==> src/rtl/core/lru_pkg.sv <==
// ----------------------------------------------------------------------------
// LRU replacement list package
// Shared types, codes and default sizes for the LRU replacement list.
// ----------------------------------------------------------------------------
package lru_pkg;

  localparam int DEF_CAPACITY   = 16;
  localparam int DEF_KEY_BITS   = 16;
  localparam int FIELD_KEY_BITS = 16;
  localparam int OCC_BITS       = 5;

  typedef enum logic [1:0] {
    KIND_INSERT = 2'd0,
    KIND_VICTIM = 2'd1,
    KIND_ERASE  = 2'd2
  } kind_t;

  typedef enum logic [1:0] {
    STATUS_DONE = 2'd0,
    STATUS_MISS = 2'd1,
    STATUS_FULL = 2'd2
  } status_t;

  typedef struct packed {
    logic [1:0]                kind;
    logic [FIELD_KEY_BITS-1:0] key;
  } lru_req_t;

  typedef struct packed {
    logic [1:0]                status;
    logic [FIELD_KEY_BITS-1:0] victim_key;
    logic [OCC_BITS-1:0]       occupancy;
  } lru_result_t;

endpackage

==> src/rtl/core/lru_if.sv <==
// ----------------------------------------------------------------------------
// LRU replacement list channels
// Request and response channels with valid/ready handshakes.
// ----------------------------------------------------------------------------
interface lru_req_if;
  import lru_pkg::*;

  logic                      valid;
  logic                      ready;
  logic [1:0]                kind;
  logic [FIELD_KEY_BITS-1:0] key;

  modport source (output valid, output kind, output key, input ready);
  modport sink (input valid, input kind, input key, output ready);
endinterface

interface lru_rsp_if;
  import lru_pkg::*;

  logic                      valid;
  logic                      ready;
  logic [1:0]                status;
  logic [FIELD_KEY_BITS-1:0] victim_key;
  logic [OCC_BITS-1:0]       occupancy;

  modport source (output valid, output status, output victim_key, output occupancy,
                  input ready);
  modport sink (input valid, input status, input victim_key, input occupancy,
                output ready);
endinterface

==> src/rtl/core/lru_list.sv <==
// ----------------------------------------------------------------------------
// LRU recency list
// Holds the keys in recency order and applies one request per cycle while
// advance is high, using a parallel key compare and a conditional one-place shift.
// ----------------------------------------------------------------------------
module lru_list #(
  parameter int CAPACITY = lru_pkg::DEF_CAPACITY,
  parameter int KEY_BITS = lru_pkg::DEF_KEY_BITS
) (
  input  logic                 clk,
  input  logic                 rst,
  input  logic                 advance,
  input  lru_pkg::lru_req_t    req,
  output lru_pkg::lru_result_t result
);
  import lru_pkg::*;

  localparam int STORE_BITS = (KEY_BITS < FIELD_KEY_BITS) ? KEY_BITS : FIELD_KEY_BITS;
  localparam int IDX_BITS   = $clog2(CAPACITY);
  localparam int CNT_BITS   = $clog2(CAPACITY + 1);

  logic [STORE_BITS-1:0] keys      [CAPACITY];
  logic [STORE_BITS-1:0] keys_next [CAPACITY];
  logic [STORE_BITS-1:0] shift_dn  [CAPACITY];
  logic [STORE_BITS-1:0] shift_up  [CAPACITY];
  logic [CNT_BITS-1:0]   count;
  logic [CNT_BITS-1:0]   count_next;
  logic [CNT_BITS-1:0]   count_dec;
  logic [CAPACITY-1:0]   match;
  logic [IDX_BITS-1:0]   pos;
  logic [STORE_BITS-1:0] key_in;
  logic                  hit;
  logic                  full;
  logic                  empty;

  assign key_in    = req.key[STORE_BITS-1:0];
  assign full      = (count == CNT_BITS'(CAPACITY));
  assign empty     = (count == '0);
  assign count_dec = count - CNT_BITS'(1);

  always_comb begin
    pos = '0;
    for (int i = 0; i < CAPACITY; i++) begin
      match[i] = (CNT_BITS'(i) < count) && (keys[i] == key_in);
      if (match[i]) begin
        pos = pos | IDX_BITS'(i);
      end
    end
    hit = |match;
  end

  always_comb begin
    shift_dn[0] = key_in;
    for (int i = 1; i < CAPACITY; i++) begin
      shift_dn[i] = keys[i-1];
    end
    for (int i = 0; i < CAPACITY - 1; i++) begin
      shift_up[i] = keys[i+1];
    end
    shift_up[CAPACITY-1] = keys[CAPACITY-1];
  end

  always_comb begin
    keys_next         = keys;
    count_next        = count;
    result.status     = STATUS_DONE;
    result.victim_key = '0;
    unique case (req.kind)
      KIND_INSERT: begin
        if (hit) begin
          for (int i = 0; i < CAPACITY; i++) begin
            if (IDX_BITS'(i) <= pos) begin
              keys_next[i] = shift_dn[i];
            end
          end
        end else if (full) begin
          result.status = STATUS_FULL;
        end else begin
          keys_next  = shift_dn;
          count_next = count + CNT_BITS'(1);
        end
      end
      KIND_VICTIM: begin
        if (empty) begin
          result.status = STATUS_MISS;
        end else begin
          result.victim_key = FIELD_KEY_BITS'(keys[count_dec[IDX_BITS-1:0]]);
          count_next        = count_dec;
        end
      end
      KIND_ERASE: begin
        if (hit) begin
          for (int i = 0; i < CAPACITY; i++) begin
            if (IDX_BITS'(i) >= pos) begin
              keys_next[i] = shift_up[i];
            end
          end
          count_next = count_dec;
        end else begin
          result.status = STATUS_MISS;
        end
      end
      default: begin
      end
    endcase
    result.occupancy = OCC_BITS'(count_next);
  end

  always_ff @(posedge clk) begin
    if (rst) begin
      count <= '0;
    end else if (advance) begin
      count <= count_next;
    end
  end

  always_ff @(posedge clk) begin
    if (advance) begin
      keys <= keys_next;
    end
  end

endmodule

==> src/rtl/core/lru_replacer_core.sv <==
// ----------------------------------------------------------------------------
// LRU replacement list core
// Recency-ordered key set with insert, victim and erase requests.
// A request is held in the request register, and its result in the response
// register. Throughput: one request per cycle unless the response channel
// stalls; the key compare and shift lie between the two registers.
// Reset: synchronous; the set comes out of reset empty, keys are not cleared.
// ----------------------------------------------------------------------------
module lru_replacer_core #(
  parameter int CAPACITY = lru_pkg::DEF_CAPACITY,
  parameter int KEY_BITS = lru_pkg::DEF_KEY_BITS
) (
  input logic      clk,
  input logic      rst,
  lru_req_if.sink  req,
  lru_rsp_if.source rsp
);
  import lru_pkg::*;

  lru_req_t    req_q;
  logic        req_valid;
  lru_result_t result;
  lru_result_t rsp_q;
  logic        rsp_valid;
  logic        advance;

  assign advance   = req_valid && (!rsp_valid || rsp.ready);
  assign req.ready = !req_valid || advance;

  always_ff @(posedge clk) begin
    if (rst) begin
      req_valid <= 1'b0;
    end else if (req.ready) begin
      req_valid <= req.valid;
    end
  end

  always_ff @(posedge clk) begin
    if (req.valid && req.ready) begin
      req_q.kind <= req.kind;
      req_q.key  <= req.key;
    end
  end

  lru_list #(
    .CAPACITY (CAPACITY),
    .KEY_BITS (KEY_BITS)
  ) u_list (
    .clk     (clk),
    .rst     (rst),
    .advance (advance),
    .req     (req_q),
    .result  (result)
  );

  always_ff @(posedge clk) begin
    if (rst) begin
      rsp_valid <= 1'b0;
    end else if (advance) begin
      rsp_valid <= 1'b1;
    end else if (rsp.ready) begin
      rsp_valid <= 1'b0;
    end
  end

  always_ff @(posedge clk) begin
    if (advance) begin
      rsp_q <= result;
    end
  end

  assign rsp.valid      = rsp_valid;
  assign rsp.status     = rsp_q.status;
  assign rsp.victim_key = rsp_q.victim_key;
  assign rsp.occupancy  = rsp_q.occupancy;

endmodule
==> src/flat_wrapper.sv <==
// flat-port wrapper written by rule: the top's interface ports become plain ports
module lru_replacer_core_flat import lru_pkg::*;
#(
  parameter int CAPACITY = lru_pkg::DEF_CAPACITY,
  parameter int KEY_BITS = lru_pkg::DEF_KEY_BITS
)
  (clk, rst, req_valid, req_kind, req_key, req_ready, rsp_valid, rsp_status, rsp_victim_key, rsp_occupancy, rsp_ready);
  lru_req_if req_i ();
  lru_rsp_if rsp_i ();
  input logic clk;
  input logic rst;
  input wire logic [$bits(req_i.valid)-1:0] req_valid;
  input wire logic [$bits(req_i.kind)-1:0] req_kind;
  input wire logic [$bits(req_i.key)-1:0] req_key;
  output wire logic [$bits(req_i.ready)-1:0] req_ready;
  output wire logic [$bits(rsp_i.valid)-1:0] rsp_valid;
  output wire logic [$bits(rsp_i.status)-1:0] rsp_status;
  output wire logic [$bits(rsp_i.victim_key)-1:0] rsp_victim_key;
  output wire logic [$bits(rsp_i.occupancy)-1:0] rsp_occupancy;
  input wire logic [$bits(rsp_i.ready)-1:0] rsp_ready;
  assign req_i.valid = req_valid;
  assign req_i.kind = req_kind;
  assign req_i.key = req_key;
  assign req_ready = req_i.ready;
  assign rsp_valid = rsp_i.valid;
  assign rsp_status = rsp_i.status;
  assign rsp_victim_key = rsp_i.victim_key;
  assign rsp_occupancy = rsp_i.occupancy;
  assign rsp_i.ready = rsp_ready;
  lru_replacer_core #(.CAPACITY(CAPACITY), .KEY_BITS(KEY_BITS)) u_core (.clk(clk), .rst(rst), .req(req_i), .rsp(rsp_i));
endmodule
==> config.mk <==
export PLATFORM = sky130hd
export DESIGN_NAME = lru_replacer_core_flat
export DESIGN_NICKNAME = d
export VERILOG_FILES = /design/src/rtl/core/lru_pkg.sv /design/src/rtl/core/lru_if.sv /design/src/rtl/core/lru_list.sv /design/src/rtl/core/lru_replacer_core.sv /design/src/flat_wrapper.sv
export SDC_FILE = /design/constraint.sdc
export NUM_CORES = 1
export LEC_CHECK = 0
export BUFFER_PORTS_ARGS = -buffer_cell sky130_fd_sc_hd__buf_2
export CORE_MARGIN = 2
export CORE_UTILIZATION = 58
export DETAILED_ROUTE_END_ITERATION = 7
export GPL_ROUTABILITY_DRIVEN = 0
export GPL_TIMING_DRIVEN = 1
export PLACE_DENSITY = 0.78
export RECOVER_POWER = 100
export SYNTH_ARGS = -nofsm -noshare
export SYNTH_HDL_FRONTEND = slang
export SYNTH_SLANG_ARGS = --single-unit
==> constraint.sdc <==
create_clock -name clk -period 3.6 [get_ports clk]
set_input_delay 0.18 -clock clk [delete_from_list [all_inputs] [get_ports clk]]
set_output_delay 0.18 -clock clk [all_outputs]
set_load 0.01 [all_outputs]
==> results of run 1 <==
## worst max-delay path, cell delays in order, from the launching register on
cell	delay, ns
sky130_fd_sc_hd__edfxtp_1	0.51
sky130_fd_sc_hd__buf_4	0.29
sky130_fd_sc_hd__xnor2_1	0.26
sky130_fd_sc_hd__nand2_1	0.08
sky130_fd_sc_hd__or3b_2	0.47
sky130_fd_sc_hd__nor4_2	0.25
sky130_fd_sc_hd__buf_4	0.21
sky130_fd_sc_hd__nor3b_2	0.06
sky130_fd_sc_hd__nand4_4	0.11
sky130_fd_sc_hd__buf_4	0.20
sky130_fd_sc_hd__o21ba_1	0.17
sky130_fd_sc_hd__o211ai_2	0.15
sky130_fd_sc_hd__a211oi_2	0.33
sky130_fd_sc_hd__buf_12	0.21
## state kept, by name (all words and copies together) (netlist names)
register and cells:
u_core.req_q 18, u_core.req_valid 1, u_core.rsp.occupancy 5, u_core.rsp.status 2, u_core.rsp.valid 1, u_core.rsp.victim_key 16
u_core.u_list.count 5, u_core.u_list.keys 256
## worst max-delay path by stage
stage | startpoint | end | cells past startpoint
after floorplan | u_core.req_q[15] | u_core.u_list.keys[80] | 9
after global placement | u_core.req_q[15] | u_core.u_list.keys[130] | 12
after detailed placement | u_core.req_q[8] | u_core.u_list.keys[174] | 11
after CTS | u_core.req_q[8] | u_core.u_list.keys[174] | 11
after global routing | u_core.req_q[11] | u_core.u_list.keys[224] | 12
final | u_core.req_q[15] | u_core.u_list.keys[227] | 13
## routing by layer
metal / track usage [%] / wire [µm]
met1: 50.0 / 22900
met2: 56.6 / 28900
met3: 14.6 / 12200
met4: 21.9 / 5320
met5: 0 / 45
## cell usage after synthesis, drive strengths merged (3+ instances only)
cell type,n
a211oi,10
a21o,5
a21oi,16
a31oi,7
and2,7
and3,6
buf,51
clkbuf,69
dfxtp,7
edfxtp,297
ha,4
inv,9
mux2i,3
mux4,80
nand2,760
nand2b,9
nand3,33
nand3b,3
nand4,44
nor2,45
nor2b,39
nor3,19
nor3b,6
nor4,58
nor4b,14
o211ai,5
o21ai,13
o22ai,6
or2,6
or3,4
or3b,3
or4,5
or4b,4
xnor2,113
xor2,149
## power groups by stage
stage	Clock, mW	Sequential [mW]	Combinational, mW
2_1_floorplan	0	4.12	0.896
3_3_place_gp	0	4.19	1.20
3_5_place_dp	0	4.19	1.24
4_1_cts	3.21	4.11	1.26
5_1_grt	3.35	4.13	1.39
6_report	3.22	4.13	1.34
## cells by family (layout without fill, tap and decap cells)
logic type / Yosys count / count (layout)
xor gates and xnor gates: 262 / 262
other: 0 / 7
AOI/OAI and AO/OA: 80 / 80
DFF: 304 / 304
buffers and inverters: 129 / 224
adders and majority gates: 4 / 4
muxes: 85 / 85
and+or+nand+nor: 1074 / 1074
## cells in the final DEF, fill, tap and decap left out, types with 33 or more instances in the layout
cell	Yosys	routed
sky130_fd_sc_hd__nand4_1	43	43
sky130_fd_sc_hd__xor2_1	149	149
sky130_fd_sc_hd__xnor2_1	113	112
sky130_fd_sc_hd__nor2b_1	39	39
sky130_fd_sc_hd__nor2_1	43	43
sky130_fd_sc_hd__clkbuf_1	69	45
sky130_fd_sc_hd__mux4_2	80	80
sky130_fd_sc_hd__nor4_1	56	55
sky130_fd_sc_hd__edfxtp_1	297	297
sky130_fd_sc_hd__nand2_1	760	759
sky130_fd_sc_hd__buf_4	12	66
sky130_fd_sc_hd__nand3_1	33	33
## final cells by class
type / instances / area (µm²)
clock inverters: 21 / 189
well taps: 442 / 553
multi-input cells: 1505 / 9680
inverters: 9 / 33.8
fillers: 2461 / 11100
repair buffers: 157 / 1220
flip-flops and latches: 304 / 9060
clock buffers: 37 / 808
diodes: 7 / 17.5
## per-stage QoR
stage | utilization (%) | instance area, µm² | total power, mW
after floorplan | - | 19400 | 5.02
after global placement | 62.1 | 20300 | 5.39
after detailed placement | 62.1 | 20300 | 5.42
after CTS | 65.9 | 21500 | 8.59
after global routing | 65.9 | 21600 | 8.86
final | 66.0 | 21600 | 8.68
## timing repair
| action | in CTS | in global routing |
|---|---|---|
| setup endpoints to repair | 0 | 211 |
| gates resized for setup | 0 | 11 |
| hold buffers | 23 | 0 |
| hold endpoints to repair | 22 | 0 |
| setup buffers | 0 | 8 |
==> flow_metrics.py, run 1 <==
metrics = {
    "clock_network": {
        "cts_htree_levels": 1,
        "clkLatencyLatePin_ns": 0.59,
        "tritoncts_clock_tree": "built",
        "cts_sinks": 304,
        "cts-buffers-inserted": 31,
        "clockBufferDepth": 3,
        "cts.clk_slew.worst_paths_ns": 0.07,
        "clock_tree.root_cell": "sky130_fd_sc_hd__clkbuf_16",
    },
    "die": {
        "core_area_um2": 32700,
        "start_util_pct": 59.3,
        "fp.dieH_um": 187,
        "die_w_um": 187,
        "fp.dieArea_um2": 34900,
        "placementRows": 66,
        "ios": 47,
    },
    "logic_synthesis": {
        "synth-warning-count": 0,
        "sequential_share_of_the_synthesized_area_pct": 46.8,
        "netlist.top_cell.by_area": "sky130_fd_sc_hd__edfxtp_1",
        "synth_enable_flop_cells": 297,
        "netlist.area_leader.share_pct": 46.0,
        "simple_gate_area_share_of_the_yosys_netlist_pct": 24.9,
        "yosysUniqueCellTypes": 78,
        "ys_seq_elements": 304,
        "synth_area_in_compound_gates_pct": 2.99,
        "post_synthesis_share_of_cell_area_spent_on_xor_and_xnor_gates_pct": 11.8,
        "ys_async_sr_fraction_pct": 0,
        "synth.top_cells.by_area": "sky130_fd_sc_hd__edfxtp_1, sky130_fd_sc_hd__nand2_1, sky130_fd_sc_hd__mux4_2, sky130_fd_sc_hd__xor2_1, sky130_fd_sc_hd__xnor2_1",
        "netlist_instances": 1938,
        "synth_top_family_by_area": "simple AND/OR/NAND/NOR gates",
        "post_synth_instance_area_um2": 19400,
        "number_of_nets_in_the_synthesized_netlist": 1964,
        "avgSynthCellArea_um2": 10.0,
        "synth-main-ff-cell": "sky130_fd_sc_hd__edfxtp_1",
        "yosys.area_share.adder_pct": 0.258,
        "yosys-mux-area-fraction_pct": 9.57,
    },
    "timing": {
        "finalHoldViolCount": 0,
        "worstMarginPinSlew_ns": 1.66,
        "report.final.setup_viol": 5,
        "final-max-slew-violation-count": 19,
        "final_critical_path_setup_slack_ns": -0.00145,
        "fin_skew_ns": 0.0182,
        "slew_headroom_pct": -10.6,
        "hold_ws_ns": 0.313,
        "tns_ns": -0.00539,
        "finalCritPeriodShare_pct": 100,
        "clock.fmax_ghz": 0.278,
        "min_period_ns": 3.60,
    },
    "placement": {
        "placedCellCount": 2386,
        "portBuffers": 46,
        "preCtsSetupSlack_ns": 0.102,
        "hpwlAfterDp_um": 47900,
    },
    "critical_path": {
        "crit_path_start_kind": "flip-flop",
        "critical_path_peak_fanout": 16,
        "critical_path.endpoint_type": "flip-flop",
        "worst_ep_required_time_ns": 3.89,
        "critical_path.reg2reg.startpoint": "u_core.req_q[15]",
        "worst-endpoint-arrival_ns": 3.89,
        "reg2reg_slack_ns": -0.001,
        "critPathKind": "flip-flop to flip-flop",
        "reg2reg_depth": 13,
        "critical_r2r_capture": "u_core.u_list.keys[227]",
    },
    "route": {
        "drt_iter0_markers": 3455,
        "drtPass1Iterations": 8,
        "via_count": 17120,
        "remaining_drc_errors": 2,
        "finalWirelength_um": 69400,
        "wire_per_inst_um": 27.9,
        "routed_via_density": 6.90,
        "antenna_left": 0,
    },
    "power_and_ir_drop": {
        "p_seq_share_pct": 47.6,
        "p_sw_share_pct": 27.8,
        "net-switching-power_mw": 2.41,
        "p_leak_nw": 8.18,
        "cellInternalPower_mw": 6.27,
        "ir_drop_uv": 349,
        "combPwrFrac_pct": 15.4,
        "power.share.clock_pct": 37.1,
        "ratio_of_total_power_to_cell_area_nw_per_um2": 402,
    },
    "global_route": {
        "first_global_vias": 15964,
        "grt_remaining_overflow": 0,
        "grt_util_all_layers_pct": 38.8,
        "antenna_found_initial": 9,
        "grt_first_pass_wirelength_um": 101000,
        "maximum_number_of_pins_on_one_net_before_global_route_repair": 145,
    },
    "run": {
        "drv_cap": 1,
    },
    "status": {
        "outcome": "complete, but fails checks",
        "failed_checks": "DRC, capacitance limit, slew limit, setup timing",
    },
    "finish": {
        "flow.area_growth_from_synthesis_pct": 11.3,
        "finalNetCount": 2034,
        "drive_above_1_share_pct": 12.9,
        "fin_cells": 2482,
    },
    "hold_path": {
        "holdCritStartpoint": "req_key[14]",
        "class_of_the_tightest_hold_or_removal_check": "input port to flip-flop",
        "worst_hold_path.num_cells": 2,
        "worst_hold_path.endpoint": "u_core.req_q[14]",
    },
}
Power figures use the tool's default switching activity.
==> inputs of run 2 (changes only) <==
--- a/config.mk
+++ b/config.mk
@@ -6,6 +6,7 @@
 export NUM_CORES = 1
 export LEC_CHECK = 0
 export BUFFER_PORTS_ARGS = -buffer_cell sky130_fd_sc_hd__buf_2
+export CORE_ASPECT_RATIO = 0.5
 export CORE_MARGIN = 2
 export CORE_UTILIZATION = 58
 export DETAILED_ROUTE_END_ITERATION = 7
==> run 2 against run 1 <==
Net effect:
- the flow finishes with violations (capacitance limit, slew limit, setup timing)
- sequential share of layout area barely moved
- clock power decreased by 3%
- register-to-register slack worse by 0.04 ns
- clock skew increased by 0.0024 ns
- via count decreased by 5.2%
- first-iteration DRC count is 8.6% lower
- fmax fell by 1.1%
- largest power group unchanged
- routed wire length decreased by 9.2%
- combinational power is essentially flat
==> flow_metrics.py, run 2 (synthesized netlist as in run 1, its figures left out) <==
metrics = {
    "status": {
        "outcome": "complete, but fails checks",
        "failed_checks": "capacitance limit, slew limit, setup timing",
    },
    "die": {
        "core_area_um2": 33000,
        "fp.dieH_um": 133,
        "fp.dieArea_um2": 35000,
        "die_w_um": 262,
        "placementRows": 47,
        "start_util_pct": 58.7,
        "ios": 47,
    },
    "clock_network": {
        "cts-buffers-inserted": 29,
        "clkLatencyLatePin_ns": 0.59,
        "cts_htree_levels": 1,
        "clock_tree.root_cell": "sky130_fd_sc_hd__clkbuf_16",
        "cts.clk_slew.worst_paths_ns": 0.07,
        "cts_sinks": 304,
        "clockBufferDepth": 3,
        "tritoncts_clock_tree": "built",
    },
    "route": {
        "drtPass1Iterations": 8,
        "finalWirelength_um": 63000,
        "routed_via_density": 6.58,
        "remaining_drc_errors": 0,
        "via_count": 16231,
        "wire_per_inst_um": 25.6,
        "drt_iter0_markers": 3157,
        "antenna_left": 0,
    },
    "critical_path": {
        "reg2reg_slack_ns": -0.04,
        "critical_path.endpoint_type": "flip-flop",
        "worst_ep_required_time_ns": 3.90,
        "critPathLaunch": "u_core.req_q[8]",
        "crit_path_start_kind": "flip-flop",
        "worst-endpoint-arrival_ns": 3.95,
        "critPathKind": "flip-flop to flip-flop",
        "critical_path_peak_fanout": 16,
        "critical_path.reg2reg.startpoint": "u_core.req_q[8]",
    },
    "timing": {
        "finalHoldViolCount": 0,
        "worstMarginPinSlew_ns": 1.97,
        "min_period_ns": 3.64,
        "report.final.setup_viol": 95,
        "tns_ns": -2.24,
        "hold_ws_ns": 0.310,
        "fin_skew_ns": 0.0206,
        "clock.fmax_ghz": 0.275,
        "final-max-slew-violation-count": 344,
        "finalCritPeriodShare_pct": 101,
        "final_critical_path_setup_slack_ns": -0.0417,
        "unrepaired_setup_endpoints_after_global_routing": "yes",
        "slew_headroom_pct": -31.5,
    },
    "finish": {
        "n_fill_cell": 2437,
        "largest_register_ffs": 256,
        "fin_cells": 2466,
        "finalNetCount": 2028,
        "area_used_by_multi_input_combinational_logic_um2": 9710,
        "flow.area_growth_from_synthesis_pct": 11.3,
        "reg_with_most_ffs": "u_core.u_list.keys",
        "most_frequent_standard_cell_in_the_layout_excluding_fill_and_tap_cells": "sky130_fd_sc_hd__nand2_1",
        "final_area_um2": 21600,
        "layout.cells.most_common_list": "sky130_fd_sc_hd__nand2_1, sky130_fd_sc_hd__edfxtp_1, sky130_fd_sc_hd__xor2_1",
        "layout.area.seq_um2": 9070,
        "drive_above_1_share_pct": 13.1,
    },
    "power_and_ir_drop": {
        "cellInternalPower_mw": 6.21,
        "ratio_of_total_power_to_cell_area_nw_per_um2": 397,
        "combPwrFrac_pct": 15.9,
        "power.share.clock_pct": 36.3,
        "ir_drop_uv": 442,
        "net-switching-power_mw": 2.36,
        "p_seq_share_pct": 47.8,
        "p_sw_share_pct": 27.5,
        "total_power_mw": 8.57,
        "p_leak_nw": 8.18,
    },
    "placement": {
        "hpwlAfterDp_um": 45200,
        "dpl_cell_area_um2": 20400,
        "portBuffers": 46,
        "placedCellCount": 2381,
    },
    "global_route": {
        "grt_remaining_overflow": 0,
        "grt_util_all_layers_pct": 35.5,
        "antenna_found_initial": 3,
        "maximum_number_of_pins_on_one_net_before_global_route_repair": 241,
        "first_global_vias": 15045,
        "grt_first_pass_wirelength_um": 93500,
    },
    "hold_path": {
        "holdCritStartpoint": "req_key[4]",
        "class_of_the_tightest_hold_or_removal_check": "input port to flip-flop",
    },
    "run": {
        "drv_cap": 3,
    },
}
==> run 2: repair_timing <==
item | 4_1_cts | 5_1_grt
buffers inserted | 0 | 8
hold endpoints to repair | 23 | 0
cloned | 0 | 0
gates resized for setup | 1 | 17
hold buffers | 23 | 0
setup endpoints to repair | 59 | 256
pin swaps | 0 | 2
==> run 2: final timing paths <==
path / end / cells after the start
max reg2reg: u_core.u_list.keys[162] / 12
max: u_core.u_list.keys[162] / 12
min reg2reg: u_core.u_list.keys[17] / 2
min: u_core.req_q[4] / 2
==> run 2: per-layer routing <==
metal  GRT usage, %  routed length (µm)
met1           50.9               23500
met2           50.4               26100
met3           11.6               10600
met4           13.7                2730
met5              0                  26
==> run 2: critical path, stage by stage, from the launching register on <==
cell and delay, ns:
sky130_fd_sc_hd__edfxtp_1 0.42, sky130_fd_sc_hd__buf_4 0.21, sky130_fd_sc_hd__buf_4 0.20, sky130_fd_sc_hd__xor2_1 0.31
sky130_fd_sc_hd__nor4_1 0.11, sky130_fd_sc_hd__and3_1 0.22, sky130_fd_sc_hd__a22oi_2 0.26, sky130_fd_sc_hd__nor3b_2 0.31
sky130_fd_sc_hd__nand4_4 0.14, sky130_fd_sc_hd__o211ai_1 0.51, sky130_fd_sc_hd__or2_1 0.32, sky130_fd_sc_hd__nor2_1 0.09
sky130_fd_sc_hd__clkbuf_4 0.25
==> run 2: power groups by stage <==
stage	Sequential, mW	Combinational [mW]	Clock (mW)
floorplan	4.12	0.896	0
global placement	4.17	1.26	0
detailed placement	4.17	1.28	0
CTS	4.09	1.31	3.10
global route	4.10	1.42	3.24
finish	4.10	1.36	3.11
==> run 2: metrics by stage <==
step,utilization (%),setup WS (ns)
4_1_cts,65.5,0.0123
3_3_place_gp,62.0,0.129
6_report,65.4,-0.0417
5_1_grt,65.4,-0.185
3_5_place_dp,62.0,0.0208
2_1_floorplan,-,-0.276
==> run 2: cell type report <==
cell class | instances | share of cell area (%)
Antenna cell | 1 | 0.0116
Clock buffer | 34 | 3.45
Clock inverter | 19 | 0.795
Inverter | 9 | 0.157
Multi-Input combinational cell | 1505 | 45.0
Sequential cell | 304 | 42.0
Tap cell | 441 | 2.56
Timing Repair Buffer | 153 | 6.01
